[config.mk]
export PLATFORM = sky130hd
export DESIGN_NAME = chtm_divider
export DESIGN_NICKNAME = d
export VERILOG_FILES = /design/src/rtl/chtm_pkg.sv /design/src/rtl/chtm_divider.sv
export SDC_FILE = /design/constraint.sdc
export NUM_CORES = 1
export LEC_CHECK = 0
export ABC_AREA = 1
export BUFFER_PORTS_ARGS = -buffer_cell sky130_fd_sc_hd__buf_2
export CAP_MARGIN = 15
export CELL_PAD_IN_SITES_DETAIL_PLACEMENT = 0
export CELL_PAD_IN_SITES_GLOBAL_PLACEMENT = 1
export CORE_UTILIZATION = 40
export DETAILED_ROUTE_END_ITERATION = 8
export PLACE_DENSITY_LB_ADDON = 0.1
export SYNTH_ARGS = -nofsm -noshare
export SYNTH_HDL_FRONTEND = slang
export SYNTH_SLANG_ARGS = --single-unit
[constraint.sdc]
create_clock -name clk -period 17.8 [get_ports clk]
set_input_delay 3.56 -clock clk [delete_from_list [all_inputs] [get_ports clk]]
set_output_delay 3.56 -clock clk [all_outputs]
set_load 0.03 [all_outputs]
[src/rtl/chtm_pkg.sv]
package chtm_pkg;

  localparam int CellSlots   = 256;
  localparam int HitsPerCell = 64;
  localparam int SlotW       = $clog2(CellSlots);
  localparam int HitW        = $clog2(HitsPerCell);
  localparam int CntW        = $clog2(HitsPerCell + 1);
  localparam int AddrW       = SlotW + HitW;

  localparam logic [2:0] ST_MERGED     = 3'd0;
  localparam logic [2:0] ST_NEW        = 3'd1;
  localparam logic [2:0] ST_LIST_FULL  = 3'd2;
  localparam logic [2:0] ST_TABLE_FULL = 3'd3;
  localparam logic [2:0] ST_IGNORED    = 3'd4;
  localparam logic [2:0] ST_DRAINED    = 3'd5;
  localparam logic [2:0] ST_EMPTY      = 3'd6;

  localparam logic CFG_THRESHOLD = 1'b0;
  localparam logic CFG_WINDOW    = 1'b1;

  typedef enum logic [4:0] {
    S_IDLE, S_SCAN_REQ, S_SCAN, S_HIT_REQ, S_HIT_CHK, S_MUL, S_DIV_START, S_DIV_WAIT,
    S_WRITE, S_DR_SCAN_REQ, S_DR_SCAN, S_DR_HIT_REQ, S_DR_HIT, S_DR_END, S_EMIT
  } state_t;

  typedef struct packed {
    logic        start;
    logic [47:0] t_num;
    logic [48:0] z_num;
    logic [24:0] den;
  } div_req_t;

  typedef struct packed {
    logic        done;
    logic [19:0] t_q;
    logic [18:0] z_q;
  } div_rsp_t;

endpackage

[src/rtl/chtm_divider.sv]
// Restoring divider for both weighted averages at once, one quotient bit a cycle.
module chtm_divider import chtm_pkg::*; (
  input  logic     clk,
  input  logic     rst,
  input  div_req_t req,
  output div_rsp_t rsp
);

  localparam int NumW = 49;

  logic [NumW-1:0] tn, zn, tq, zq;
  logic [24:0]     tr, zr, den;
  logic            zneg, run, done_q;
  logic [5:0]      cnt;
  logic [25:0]     ttry, ztry;
  logic [NumW-1:0] tz_abs;

  // Numerators already hold num + den/2; z is divided by magnitude, then rounded to floor.
  assign tz_abs = req.z_num[48] ? (~req.z_num + 49'd1) : req.z_num;
  assign ttry = {tr, tn[NumW-1]} - {1'b0, den};
  assign ztry = {zr, zn[NumW-1]} - {1'b0, den};

  always_ff @(posedge clk) begin
    if (rst) begin
      run    <= 1'b0;
      done_q <= 1'b0;
    end else begin
      done_q <= 1'b0;
      if (req.start) begin
        run  <= 1'b1;
        cnt  <= 6'(NumW);
        tn   <= {1'b0, req.t_num};
        zn   <= tz_abs;
        zneg <= req.z_num[48];
        den  <= req.den;
        tr   <= '0;
        zr   <= '0;
      end else if (run) begin
        tn <= {tn[NumW-2:0], 1'b0};
        zn <= {zn[NumW-2:0], 1'b0};
        tq <= {tq[NumW-2:0], !ttry[25]};
        zq <= {zq[NumW-2:0], !ztry[25]};
        tr <= ttry[25] ? {tr[23:0], tn[NumW-1]} : ttry[24:0];
        zr <= ztry[25] ? {zr[23:0], zn[NumW-1]} : ztry[24:0];
        cnt <= cnt - 6'd1;
        if (cnt == 6'd1) begin
          run    <= 1'b0;
          done_q <= 1'b1;
        end
      end
    end
  end

  // Quotient of a negative numerator rounds towards minus infinity.
  logic [NumW-1:0] zq_s;
  always_comb begin
    zq_s = zq;
    if (zneg) zq_s = ~zq + ((zr != 25'd0) ? 49'd0 : 49'd1);
  end
  assign rsp.done = done_q;
  assign rsp.t_q  = tq[19:0];
  assign rsp.z_q  = zq_s[18:0];

endmodule

# Yosys cells after proc, flatten, opt, wreduce, memory -nomap -nowiden
# Cells that the tools add are included.
# W data, S select, Z words.
dict set report totals {
  reg_bits 221
  input_bits 125
  output_inout_bits 40
  wordCells 47
}
dict set report op_classes {
  add_sub_neg 5
  eq_ne 1
  muxes 16
  bitwise_logic 5
  n_reduce_logical 8
}
# cell n
set ops {}
lappend ops {{$mux W49} 4}
lappend ops {{$mux W25} 4}
lappend ops {{$sub A26 B25 Y26} 2}
lappend ops {{$add A49 B1 Y49 const B} 1}
lappend ops {{$not A49 Y49} 1}
lappend ops {{$mux W48} 1}
lappend ops {{$reduce_bool A25 Y1} 1}
lappend ops {{$add A19 B1 Y19} 1}
lappend ops {{$mux W19} 1}
lappend ops {{$not A19 Y19} 1}
lappend ops {{$eq A6 B1 Y1 const B} 1}
lappend ops {{$mux W6} 1}
lappend ops {{$sub A6 B1 Y6 const B} 1}
lappend ops {{$mux W1} 5}
lappend ops {{$reduce_and A2 Y1} 2}
lappend ops {{$not A1 Y1} 3}
lappend ops {{$reduce_and A3 Y1} 1}
lappend ops {{$reduce_or A3 Y1} 1}
lappend ops {{$logic_not A1 Y1} 2}
lappend ops {{$reduce_bool A2 Y1} 1}

# Depth between registers and ports, before layout
dict set report logic_depth {
  word_depth 4
  depth_mapped 15
  mapped_depth_nobuf 14
}

# Worst setup path after synthesis
# Ideal clock, no wire load.
dict set report synth_path {
  path_kind {input to register}
  startpoint {in req[122] in the netlist's numbering}
  endpoint {reg cnt[0], enable pin}
  setup_time_ps 722
  t_arrival_ps 11478
  path_slack_ps 5600
  cell_stages 4
  path_buffers 2
  cell_sequence {clkbuf_1 > inv_2 > clkbuf_1 > a21oi_1}
}
dict set report synth_via {
  elab_chain_len 2
}
# element line
set synth_lines {}
lappend synth_lines {{from (decl)} chtm_divider.sv:5} ;# input div_req_t req,
lappend synth_lines {{$reduce_bool A2 Y1 (no source line)} n/a}
lappend synth_lines {{$reduce_and A2 Y1 (no source line)} n/a}
lappend synth_lines {{to (signal assigned)} chtm_divider.sv:31} ;# cnt <= 6'(NumW);
lappend synth_lines {{to (signal assigned)} chtm_divider.sv:45} ;# cnt <= cnt - 6'd1;
lappend synth_lines {{to (decl)} chtm_divider.sv:14} ;# logic [5:0] cnt;
# No other way between the ends.
# A chain may end at the register's enable or synchronous reset.

==> impl_metrics.json <==
{
  "clock.fmax_mhz": 138,
  "num_vias": 13100,
  "busiest_layer": "met2",
  "layout-drive-gt1-share_pct": 12.0,
  "clock-root-buffer": "clkbuf_16",
  "min_to": "tq[8]",
  "finalCritPeriodShare_pct": 40.9,
  "rsz0062_at_grt": "false",
  "dpl.hpwl_microns": 32100,
  "synth_flop_cell": "edfxtp_1",
  "die_y_microns": 195,
  "dieArea_sq_um": 38000,
  "post_cts_resized": 0,
  "power.share.switching_pct": 31.1,
  "power_mw": 1.60,
  "ys_warn_count": 0,
  "final_hold_viol_count": 0,
  "r2r_slack_ps": 14700,
  "ir_worst_vdd_mv": 0.0888,
  "cts_buffer_depth": 3,
  "fin_nets": 2350,
  "wl_microns": 42400,
  "required_ps": 14240,
  "htree_num_levels": 1,
  "setup-tns-final_ps": 0,
  "arrival_ps": 3710,
  "die_w_microns": 195,
  "first_pass_iters": 6,
  "p_int_mw": 1.10,
  "synth-seq-area-share_pct": 44.4,
  "vias_per_cell": 4.93,
  "io_pins": 165,
  "grt_util_met1_pct": 31.1,
  "gr-usage-all-layers_pct": 22.3,
  "core_area_sq_um": 36600,
  "holdBufCountCts": 0,
  "synth_cell_types": 36,
  "pwr-share-seq_pct": 39.9,
  "synth_area_sq_um": 14900,
  "r2r_start": "den[22]",
  "slew_violations": 0,
  "cts.sinks": 221,
  "relSlewSlack_pct": 28.3,
  "gp_congestion": 0.914,
  "use_met2_pct": 36.0,
  "cts_made_buffers": 27,
  "syn_inst": 2014,
  "clkPwrFrac_pct": 35.8,
  "ys_ff_latch": 221,
  "critPathCaptureType": "output port",
  "instances_no_fill": 2652,
  "io_buffers": 164,
  "async_reset_ff_share_pct": 0,
  "clkLatencyLatePin_ps": 560,
  "critPathMaxFanout": 3,
  "critPathLaunchType": "flop",
  "netSwitchingPower_mw": 0.498,
  "drtAntennaViolNets": 0,
  "min_path_cells": 0,
  "rows": 70,
  "antenna_found_initial": 0,
  "gr-total-overflow": 0,
  "grt_pass1_wl_microns": 66900,
  "antenna_cells": 0,
  "synth_nets": 2196,
  "setup_viol": 0,
  "post-cts-setup-buffer-count": 0,
  "synth_edf_count": 219,
  "start_util_pct": 40.7,
  "tightestPinTransition_ps": 1080,
  "dp.cells": 2606,
  "p_per_area_nw_per_um2": 93.6,
  "clock_skew_ps": 13.7,
  "wl_per_cell_microns": 16.0,
  "rr_endpoint": "zr[23]",
  "hp-class": "reg2reg",
  "grt_max_degree": 88,
  "p_leak_nw": 8.34,
  "r2r_cells": 11,
  "synthToLayoutAreaGrowth_pct": 14.7,
  "grtUsageMet3_pct": 3.23,
  "p_comb_share_pct": 24.3,
  "synth_area_per_cell_sq_um": 7.39,
  "critPathKind": "reg2out",
  "path_clk_slew_ps": 60,
  "status": "finished clean",
  "drt_iter0_drc": 927,
  "drc": 0,
  "grt_pass1_vias": 12400,
  "cts_tree": "built",
  "drv_cap": 0,
  "hold_start": "tq[7]",
  "fin_crit_ps": 7270
}
[cells in the final DEF, fill, tap and decap left out, drive strengths merged]
master    n
a21o      2
a21oi    43
a31oi     6
and2      4
buf     172
bufinv    5
clkbuf   36
clkinv    5
dfxtp     2
edfxtp  219
fa        2
ha       55
inv     295
nand2   719
nand3   180
nand3b    4
nand4    42
nor2    255
nor3      9
nor4      8
o21a      2
o21ai    50
o21bai    3
or2       7
xnor2    12
xor2     47
[cells by family (layout without fill, tap and decap cells)]
group                      count (synthesis)  count (layout)  synth area share [%]
buffers and inverters                    343             513                  8.90
xor gates and xnor gates                  59              59                  3.47
and+or+nand+nor                         1228            1228                  34.5
AOI/OAI and AO/OA                        106             106                  3.83
DFF                                      221             221                  44.4
adders and majority gates                 57              57                  4.89
[area by class of cell]
| type | count | area, sq um |
|---|---|---|
| repair buffers | 172 | 896 |
| inverters | 296 | 1110 |
| clock buffers | 36 | 719 |
| multi-input cells | 1450 | 6970 |
| well taps | 468 | 586 |
| fillers | 3816 | 19500 |
| clock inverters | 9 | 184 |
| flip-flops and latches | 221 | 6620 |
[metrics by stage]
| stage | hold WS (ps) | setup slack (ps) | instance area, sq um | utilization (%) |
|---|---|---|---|---|
| after global placement | 424 | 10850 | 16200 | 44.1 |
| after floorplan | 426 | 5600 | 14900 | - |
| after CTS | 444 | 10480 | 17100 | 46.6 |
| after global routing | 452 | 10240 | 17100 | 46.7 |
| final | 441 | 10530 | 17100 | 46.7 |
| after detailed placement | 429 | 10800 | 16200 | 44.1 |
[worst max path at each step]
stage | end | start
2_1_floorplan | cnt[0] | req[122]
3_3_place_gp | zn[1] | req[122]
3_5_place_dp | zn[1] | req[122]
4_1_cts | rsp[16] | zr[9]
5_1_grt | rsp[16] | zr[9]
6_report | rsp[16] | zr[9]
[critical path, cell delays in order (launching register included)]
cell,delay (ps)
edfxtp_1,420
nor4_1,490
nand4_1,240
nor4_1,400
ha_1,290
ha_1,180
inv_1,50
nor2_1,170
nand3_1,130
o21ai_1,260
o21ai_0,160
xor2_1,140
buf_2,210
[per-layer routing]
layer,wire length [microns],vias up
li1,-,6750
met1,20000,5905
met2,19100,364
met3,2280,58
met4,1070,0
met5,0,-
[synthesized netlist by cell type, types with 5 or more instances]
master / instances / area (sq um)
a21oi_1: 41 / 205
a31oi_1: 6 / 37.5
buf_1: 6 / 22.5
buf_2: 6 / 30.0
buf_4: 8 / 60.1
clkbuf_1: 27 / 101
edfxtp_1: 219 / 6580
ha_1: 55 / 688
inv_1: 283 / 1060
inv_2: 11 / 41.3
nand2_1: 704 / 2640
nand2_2: 15 / 93.8
nand3_1: 175 / 876
nand3_2: 5 / 50.1
nand4_1: 42 / 263
nor2_1: 244 / 916
nor2_2: 5 / 31.3
nor2_4: 6 / 67.6
nor3_1: 9 / 45.0
nor4_1: 8 / 50.1
o21ai_0: 44 / 220
or2_2: 6 / 37.5
xnor2_1: 12 / 105
xor2_1: 47 / 412
[registers in the layout, indices dropped and copies added, names as in the netlist]
| register | flops |
|---|---|
| zneg | 1 |
| zr | 25 |
| tq | 20 |
| zq | 19 |
| done_q | 1 |
| zn | 49 |
| run | 1 |
| cnt | 6 |
| den | 25 |
| tn | 49 |
| tr | 25 |
[power by group through the flow]
stage	registers, mW	logic (mW)	clock network [mW]
final	0.638	0.389	0.572
after global routing	0.641	0.444	0.603
after detailed placement	0.648	0.389	0
after global placement	0.646	0.390	0
after floorplan	0.650	0.280	0
after CTS	0.638	0.391	0.587
(Power assumes the default switching activity.)
